$ cat src/hw/rtl/ffra_pkg.sv
package ffra_pkg;

  localparam int DEF_MAX_ROWS = 64;
  localparam int DEF_MAX_COLS = 64;

  // rectangle and grid sizes, result coordinates
  localparam int DIM_W = 7;
  localparam int POS_W = 6;

  localparam logic [DIM_W-1:0] GRID_RESET = 7'd64;

  localparam int CFG_IDX_W  = 1;
  localparam int IN_TDATA_W  = 16;
  localparam int OUT_TDATA_W = 16;

  typedef enum logic [CFG_IDX_W-1:0] {
    REG_GRID_ROWS = 1'b0,
    REG_GRID_COLS = 1'b1
  } cfg_reg_e;

  typedef enum logic [2:0] {
    ST_CLEAR,
    ST_IDLE,
    ST_SCAN,
    ST_MARK,
    ST_DONE
  } state_e;

  typedef struct packed {
    logic clear;
    logic load;
    logic scan;
    logic mark_load;
    logic mark;
    logic out_load;
  } ctrl_cmd_t;

  typedef struct packed {
    logic clear_last;
    logic reject;
    logic hit;
    logic scan_done;
    logic mark_done;
  } ctrl_stat_t;

endpackage

$ cat src/hw/rtl/ffra_ctrl.sv
module ffra_ctrl import ffra_pkg::*; (
  input  logic       clk_i,
  input  logic       rst_ni,
  input  logic       in_valid_i,
  output logic       in_ready_o,
  output logic       out_valid_o,
  input  logic       out_ready_i,
  output ctrl_cmd_t  cmd_o,
  input  ctrl_stat_t stat_i
);

  state_e state_q, state_d;
  logic   out_valid_q;
  logic   out_free;

  assign out_free = !out_valid_q || out_ready_i;

  always_ff @(posedge clk_i or negedge rst_ni) begin
    if (!rst_ni) begin
      state_q     <= ST_CLEAR;
      out_valid_q <= 1'b0;
    end else begin
      state_q <= state_d;
      if (cmd_o.out_load) begin
        out_valid_q <= 1'b1;
      end else if (out_ready_i) begin
        out_valid_q <= 1'b0;
      end
    end
  end

  always_comb begin
    state_d = state_q;
    case (state_q)
      ST_CLEAR: begin
        if (stat_i.clear_last) state_d = ST_IDLE;
      end
      ST_IDLE: begin
        if (in_valid_i) state_d = stat_i.reject ? ST_DONE : ST_SCAN;
      end
      ST_SCAN: begin
        if (stat_i.hit) begin
          state_d = ST_MARK;
        end else if (stat_i.scan_done) begin
          state_d = ST_DONE;
        end
      end
      ST_MARK: begin
        if (stat_i.mark_done) state_d = ST_DONE;
      end
      ST_DONE: begin
        if (out_free) state_d = ST_IDLE;
      end
      default: state_d = ST_CLEAR;
    endcase
  end

  always_comb begin
    cmd_o      = '0;
    in_ready_o = 1'b0;
    case (state_q)
      ST_CLEAR: cmd_o.clear = 1'b1;
      ST_IDLE: begin
        in_ready_o = 1'b1;
        cmd_o.load = in_valid_i;
      end
      ST_SCAN: begin
        cmd_o.scan      = 1'b1;
        cmd_o.mark_load = stat_i.hit;
      end
      ST_MARK: cmd_o.mark = 1'b1;
      ST_DONE: cmd_o.out_load = out_free;
      default: cmd_o = '0;
    endcase
  end

  assign out_valid_o = out_valid_q;

endmodule

$ cat config.mk
export PLATFORM = sky130hd
export DESIGN_NAME = ffra_ctrl
export DESIGN_NICKNAME = d
export VERILOG_FILES = /design/src/hw/rtl/ffra_pkg.sv /design/src/hw/rtl/ffra_ctrl.sv
export SDC_FILE = /design/constraint.sdc
export NUM_CORES = 1
export LEC_CHECK = 0
export ABC_CLOCK_PERIOD_IN_PS = 2500
export BUFFER_PORTS_ARGS = -buffer_cell sky130_fd_sc_hd__buf_2
export CAP_MARGIN = 25
export CORE_AREA = 2 2 39 41
export CTS_CLUSTER_SIZE = 12
export DETAILED_ROUTE_END_ITERATION = 6
export DIE_AREA = 0 0 41 43
export HOLD_SLACK_MARGIN = 0.05
export MAX_ROUTING_LAYER = met4
export PLACE_DENSITY = 0.52
export RECOVER_POWER = 50
export SYNTH_ARGS = -nofsm -noshare
export SYNTH_HDL_FRONTEND = slang
export SYNTH_SLANG_ARGS = --single-unit
$ cat constraint.sdc
create_clock -name clk_i -period 2.5 [get_ports clk_i]
set_clock_uncertainty 0.1 [all_clocks]
set_input_delay 0.375 -clock clk_i [delete_from_list [all_inputs] [get_ports clk_i]]
set_output_delay 0.375 -clock clk_i [all_outputs]
set_load 0.1 [all_outputs]
==> results, run 1 <==
- The most numerous cell type found on the critical path is sky130_fd_sc_hd__nand2b_1.
- The number of sinks handled by clock tree synthesis is 4.
- Setup violations remaining at the end of the flow were counted as 0.
- In this run the most critical hold path is launched from out_ready_i.
- The final number of hold-violating endpoints is 0.
- STA classifies the critical path endpoint as an output pin.
- The worst register-to-register path begins at state_q[0].
- For the pin with the worst max-slew slack, the measured transition is 0.485 ns.
- The total number of placement rows is 14.
- The final wirelength is 740 µm.
- The aggregate global-route resource usage is 10.8%.
- The DRC violation total after the first TritonRoute iteration is 3.
- The run finished with clean final reports.
- The slowest stage of the critical path belongs to the cell sky130_fd_sc_hd__dfrtp_1.
- Dividing the detail-routed via count by the number of cells gives 4.59.
- The final RePlAce weighted congestion is 0.710.
- The initial utilization of the core area, before any placement, comes to 23.1%.
- The repair_antennas step left the layout with diodes totalling 0.
- The critical path goes through nand2b_1, nand2b_1, nor2_2, buf_2.
- Synthesis inferred 4 register bits.
- The arrival time reported for the critical path endpoint is 1.64 ns.
- The post-CTS clock slew at the launch and capture registers of the worst setup and hold paths is 0.04 ns.
- CTS built an H-tree with a depth of 1.
- For this block, the via count after detailed routing is 317.
- The total I/O pin count is 17.
- The area growth from synthesis to layout is 32.5%.
- The floorplan die height is 43 µm.
- Data on the critical path is required at its endpoint by 2.03 ns.
- In the final design database the tool counted 64 nets.
- Clock latency on the worst-skew pair, taken at its later pin, is 0.23 ns.
- The number of antenna violations at the first check in global routing came to 0.
- The longest clock path from root to sink contains 2 buffers.
- For this run, design rule violations remaining after detail routing come to 0.
- The clock buffer count from CTS is 3.
- The worst reg-to-reg setup slack is 1.06 ns.
- The number of fill cells in the layout is 155.
- The worst setup slack after placement is 0.642 ns.
- After synthesis, the netlist uses 23 different library cells.
- Hold timing on the final database bottoms out at a slack of 0.335 ns.
- The die extent in x is 41 µm.
- The cell area that synthesis handed to floorplanning was 319 µm².
- The total nets after synthesis is 45.
- Counting every instance in the synthesized netlist gives 36.
- Once detail routing completed, the nets flagged for antenna violations numbered 0.
- Timing would allow up to 473 MHz.
- The number of warnings issued by yosys is 0.
- In this run the critical register-to-register path is captured at state_q[2].
- For this run, the slowest stage of the critical path takes 0.49 ns.
- Along the worst hold path, the cell count comes to 3.
- The CTS tree is done.
- The average instance in the mapped netlist occupies 8.86 µm².
- The worst pin sits at a relative slew slack of 67.9%.
- After legalization and detailed placement, the total HPWL measured 583 µm.
- Setup repair after global routing left no endpoint under its margin.
- Sequential elements use 31.4% of the synthesized area.
- Broken down by cell family, the worst path's largest delay share belongs to flip-flops.
- The number of buffers and inverters on the critical path is 1.
- Across the run, the number of max-cap violations was 0.
- The die covers 1760 µm².
- The type of element launching the critical path is a flip-flop.
- The final critical delay including setup and external delays is 2.11 ns.
- The worst setup path is of the flip-flop to output pin kind.
- The length of the first detailed-routing pass in iterations is 4.
- The placeable core region is 1380 µm².
- The worst hold path belongs to the class primary input to flip-flop.
- The max-slew violation count is 0.
- Of all nets on the critical path, the largest fanout is 10.
- The worst min-delay path endpoint is out_valid_o.
- The number of buffers inserted by port buffering is 16.
- Entering global routing, the biggest net connects 12 pins.
- In the final routed layout, each cell accounts on average for 10.7 µm.
- The tree is rooted in a sky130_fd_sc_hd__clkbuf_4.
- For this run the aggregate overflow at the end of global routing stands at 0.
- The via count of the first global-routing pass came to 281.
- In the post-route analysis, the smallest setup slack over all paths is 0.388 ns.
- The worst path uses 84.5% of the clock period.
- Of the cells placed in the final design, the portion with a size suffix greater than 1 is 41.5%.
- The cell count of the worst reg-to-reg path is 3.
- The global-route wire length before repair is 1190 µm.
==> state kept, by name (all words and copies together), names as in the netlist <==
signal and cells:
out_valid_o 1, state_q 3
==> stage by stage <==
stage	std cells	instance area [µm²]	setup TNS (ns)	util, %
2_1_floorplan	36	322	-1.63	-
3_3_place_gp	65	395	0	28.6
3_5_place_dp	65	395	0	28.6
4_1_cts	69	428	0	30.9
5_1_grt	69	423	0	30.6
6_report	69	423	0	30.6
==> per-layer routing <==
| layer | vias to the layer above | share of wire [%] | track usage [%] |
|---|---|---|---|
| li1 | 163 | - | - |
| met1 | 139 | 51 | 15.9 |
| met2 | 13 | 40 | 10.9 |
| met3 | 2 | 7.3 | 7.85 |
| met4 | 0 | 1.8 | 4.00 |
| met5 | - | 0 | - |
==> cell usage after synthesis, drive strengths merged <==
library cell / count / area, µm²
nand2b: 5 / 33.8
nor3: 3 / 15.0
o32ai: 1 / 8.76
or3: 1 / 6.26
nor2b: 1 / 6.26
nand3b: 1 / 7.51
a32oi: 1 / 8.76
o21a: 1 / 7.51
a21oi: 1 / 8.76
inv: 1 / 3.75
o31a: 1 / 8.76
buf: 3 / 26.3
o21ai: 1 / 8.76
nor2: 4 / 15.0
o21bai: 1 / 7.51
mux2i: 1 / 10.0
dfrtp: 4 / 100
nand2: 2 / 7.51
o22ai: 1 / 6.26
mux2: 1 / 15.0
or2b: 1 / 7.51
==> how the worst max path moves through the flow <==
stage / endpoint / cells after the start / start / slack, ns
CTS: cmd_o[0] / 4 / state_q[1] / 0.38
detailed placement: cmd_o[0] / 4 / state_q[1] / 0.64
global route: cmd_o[0] / 4 / state_q[1] / 0.30
floorplan: cmd_o[4] / 2 / state_q[2] / -0.54
finish: cmd_o[0] / 4 / state_q[1] / 0.39
global placement: cmd_o[0] / 4 / state_q[1] / 0.66
==> cell families after synthesis <==
family	count (synthesis)	synth area share [%]
AOI/OAI and AO/OA	8	20.4
buffers and inverters	4	9.41
DFF	4	31.4
and+or+nand+nor	18	31.0
muxes	2	7.84
==> tightest hold or removal path, stage by stage <==
cell and delay [ns]:
sky130_fd_sc_hd__buf_2 0.08, sky130_fd_sc_hd__nand2b_1 0.11, sky130_fd_sc_hd__nand2_1 0.05
==> layout make-up <==
| type | count | area, µm² | share of cell area, % |
|---|---|---|---|
| Clock buffer | 3 | 22.5 | 5.33 |
| Inverter | 1 | 3.75 | 0.888 |
| Multi-Input combinational cell | 28 | 188 | 44.4 |
| Sequential cell | 4 | 100 | 23.7 |
| Tap cell | 16 | 20.0 | 4.73 |
| Timing Repair Buffer | 17 | 88.8 | 21.0 |
==> cells in the final DEF (no fill, tap or decap) <==
master	netlist	layout
sky130_fd_sc_hd__buf_2	0	15
sky130_fd_sc_hd__nand2b_1	4	4
sky130_fd_sc_hd__dfrtp_1	4	4
sky130_fd_sc_hd__nor2_1	4	3
sky130_fd_sc_hd__nor3_1	3	3
sky130_fd_sc_hd__clkbuf_4	0	3
sky130_fd_sc_hd__nand2_1	2	2
sky130_fd_sc_hd__nand2b_2	1	1
sky130_fd_sc_hd__inv_1	1	1
sky130_fd_sc_hd__or2b_1	1	1
sky130_fd_sc_hd__nor2b_1	1	1
sky130_fd_sc_hd__nor2_2	0	1
sky130_fd_sc_hd__nand3b_1	1	1
sky130_fd_sc_hd__o31a_1	1	1
sky130_fd_sc_hd__or3_1	1	1
sky130_fd_sc_hd__a21oi_1	0	1
sky130_fd_sc_hd__o21bai_1	1	1
sky130_fd_sc_hd__a32oi_1	1	1
sky130_fd_sc_hd__o32ai_1	1	1
sky130_fd_sc_hd__mux2i_1	1	1
sky130_fd_sc_hd__o22ai_1	1	1
sky130_fd_sc_hd__mux2_4	1	1
sky130_fd_sc_hd__o21ai_2	1	1
sky130_fd_sc_hd__o21a_1	1	1
sky130_fd_sc_hd__dlygate4sd3_1	0	1
sky130_fd_sc_hd__clkbuf_1	0	1
==> repair_timing <==
action	in CTS	in global routing
resized for setup	0	0
hold buffers	1	0
buffers inserted	0	0
hold endpoints to repair	4	0
Power of run 1 is not shown: default switching activity piles up to over one toggle a cycle in this logic, so the estimate is an artifact.
==> run 2: changes to the inputs <==
- ABC_CLOCK_PERIOD_IN_PS: 2500 -> 1800
- PLACE_DENSITY: 0.52 -> 0.54
- clock period: 2.5 -> 1.8 ns (I/O delays scaled with it)
==> run 2 against run 1 <==
  * Worst setup slack worse by 0.31 ns
  * Worst hold slack worse by 0.098 ns
  * Die area stayed put
  * Utilization is 11 points higher
  * Cell area is 37% higher
  * Via count is 1.3% higher
  * Critical path depth stayed put
  * First-iteration DRC count stayed put
  * Global-route usage is 0.58 points lower
  * Flip-flop and latch count stayed put
  * Routed wire length is 7.0% higher
  * Clock-buffer cell count is 1 higher
==> results, run 2 (synthesis results as in run 1) <==
- The run finished with clean final reports.
- The post-CTS clock slew at the launch and capture registers of the worst setup and hold paths came to 0.04 ns (about the same).
- The relative max-transition margin is 64.2% (-3.6 points).
- The final setup TNS is 0 ns (unchanged).
- The worst setup path is launched from a flip-flop.
- The library cells used most frequently in the layout, excluding fill and tap cells, are sky130_fd_sc_hd__buf_2 (7), sky130_fd_sc_hd__buf_12 (7), sky130_fd_sc_hd__nand2b_1 (4).
- The post-layout net count is 65 (+1.6%).
- The number of diodes added for antenna fixing was 0 (unchanged).
- In this design, the critical path's most frequently occurring cell is sky130_fd_sc_hd__nand2b_1.
- The aggregate global-route resource usage was 10.3% (-0.58 points).
- The register ranked first by flip-flop count is state_q.
- The total number of placement rows is 14 (unchanged).
- Traced cell by cell, the critical path runs through nand2b_1, nand2b_1, nor2_4, buf_12.
- The via count of the first global-routing pass is 276 (-1.8%).
- The maximum number of pins on one net before global-route repair is 12 (unchanged).
- The clock buffer count from CTS is 3 (unchanged).
- The number of buffers inserted by port buffering was 16 (unchanged).
- Relative to the synthesized area, the layout overhead comes to 81.6%.
- The number of standard cells in the final layout excluding fillers is 71 (+2.9%).
- The setup-violating endpoint count in the final report is 0 (unchanged).
- The floorplan die height is 43 µm (unchanged).
- The initial core utilization is 23.1% (unchanged).
- The cell count of the worst reg-to-reg path is 3 (unchanged).
- The die area was 1760 µm² (unchanged).
- The arrival time reported for the critical path endpoint is 1.35 ns (-0.29 ns).
- The number of sinks handled by clock tree synthesis is 4 (unchanged).
- The number of buffers and inverters on the critical path is 1 (unchanged).
- The length of the first detailed-routing pass in iterations was 4 (unchanged).
- The total I/O pin count is 17 (unchanged).
- The worst hold path begins at out_ready_i.
- The global-route wire length before repair is 1180 µm (-0.59%).
- The launch instance of the worst register-to-register path is state_q[0].
- The CTS H-tree depth is 1 (unchanged).
- The worst min-delay path endpoint is out_valid_o.
- The kind of capture point of the worst setup path is an output pin.
- The number of flip-flops under the largest register name is 3 (unchanged).
- The total overflow reported by the global router was 0 (unchanged).
- The number of fill cells in the layout was 136 (-12%).
- The maximum net fanout on the critical path is 9 (-1).
- The average via count per standard cell is 4.52 (-1.6%).
- The slew at the pin with the worst max-slew slack was 0.539 ns (+0.0534 ns).
- The worst setup slack after placement was 0.250 ns (-0.392 ns).
- The max capacitance violation total is 0 (unchanged).
- The number of buffers on the longest clock path is 2 (unchanged).
- The critical path data required time is 1.43 ns (-0.60 ns).
- The die extent in x came to 41 µm (unchanged).
- The proportion of layout cells with a drive suffix above 1 is 60.0% (+18 points).
- The worst hold path depth is 3 (unchanged).
- The post-detailed-route DRC marker count is 0 (unchanged).
- The number of antenna violations at the first check in global routing was 0 (unchanged).
- Setup repair after global routing left no endpoint under its margin.
- The ratio of final minimum period to clock period is 95.6%.
- The endpoint identified for the worst register-to-register timing path is state_q[2].
- The final RePlAce weighted congestion came to 0.738 (+3.9%).
- The placed wire-length estimate after detailed placement was 620 µm (+6.4%).
- The multi-input logic area is 224 µm² (+19%).
- The average wire length per cell after detail routing was 11.2 µm (+4.0%).
- The placeable core region was 1380 µm² (unchanged).
- The worst hold path belongs to the class primary input to flip-flop.
- The clock root buffer is sky130_fd_sc_hd__clkbuf_4.
- The via total after detailed routing came to 321 (+1.3%).
- The share of the core filled with cells is 41.9% (+11 points).
- The instance count after placement with tap cells included is 66 (+1.5%).
- The maximum single-stage delay on the critical path is 0.45 ns (-0.04 ns).
- The start-to-end type of the worst setup path is flip-flop to output pin.
- The slowest stage of the critical path is the sky130_fd_sc_hd__dfrtp_2 cell.
- Broken down by cell family, the worst path's largest delay share belongs to simple AND/OR/NAND/NOR gates.
- The DRC violation total after the first TritonRoute iteration is 3 (unchanged).
- The max-slew violation count is 0 (unchanged).
- The worst setup slack after layout came to 0.0786 ns (-0.309 ns).
- Derived from the worst setup path, the maximum achievable clock frequency is 581 MHz.
- The clock period could shrink to 1.72 ns.
- The final wirelength was 792 µm (+7.0%).
- The worst reg-to-reg setup slack is 0.43 ns (-0.63 ns).
- The storage element area is 104 µm² (+3.8%).
- The number of antenna-violating nets in the routed design is 0 (unchanged).
- The clock latency at the later pin of the worst-skew pair is 0.23 ns (about the same).
- The final number of hold-violating endpoints was 0 (unchanged).
- The CTS tree is done.
[run 2: cell type report]
cell class / count / area share, %
timing repair buffer: 18 / 34.8
tap: 16 / 3.46
multi-input combinational: 28 / 38.7
clock buffer: 4 / 4.54
inverter: 1 / 0.648
sequential: 4 / 17.9
[run 2: how the worst max path moves through the flow]
stage / start / endpoint / slack, ns / depth (start not counted)
floorplan: state_q[2] / cmd_o[4] / -0.29 / 2
global placement: state_q[2] / cmd_o[0] / 0.30 / 4
detailed placement: state_q[2] / cmd_o[0] / 0.25 / 4
CTS: state_q[0] / cmd_o[0] / 0.05 / 4
global route: state_q[2] / cmd_o[0] / 0.005 / 4
finish: state_q[2] / cmd_o[0] / 0.08 / 4
[run 2: metal layers]
layer	track usage (%)	wire length, µm	up-vias
met5	-	0	-
met4	6.00	0	0
met3	0	58	0
met2	14.7	391	12
met1	14.1	342	147
li1	-	-	162
[run 2: repair_timing]
item | in CTS | in global routing
hold endpoints to repair | 4 | 0
resized for setup | 1 | 1
endpoints found under the setup margin | 1 | 2
setup buffers | 0 | 0
hold buffers | 1 | 0
[run 2: per-stage QoR]
step	hold slack, ns	cell area [µm²]
after CTS	0.230	579
after global placement	-0.0252	542
after global routing	0.265	579
after floorplan	-0.126	355
final	0.237	579
after detailed placement	-0.0245	542
[run 2: worst min-delay path, stage by stage]
cell and delay, ns:
sky130_fd_sc_hd__buf_2 0.09, sky130_fd_sc_hd__nand2b_1 0.12, sky130_fd_sc_hd__nand2_1 0.06
Power of run 2 is left out for the same reason.
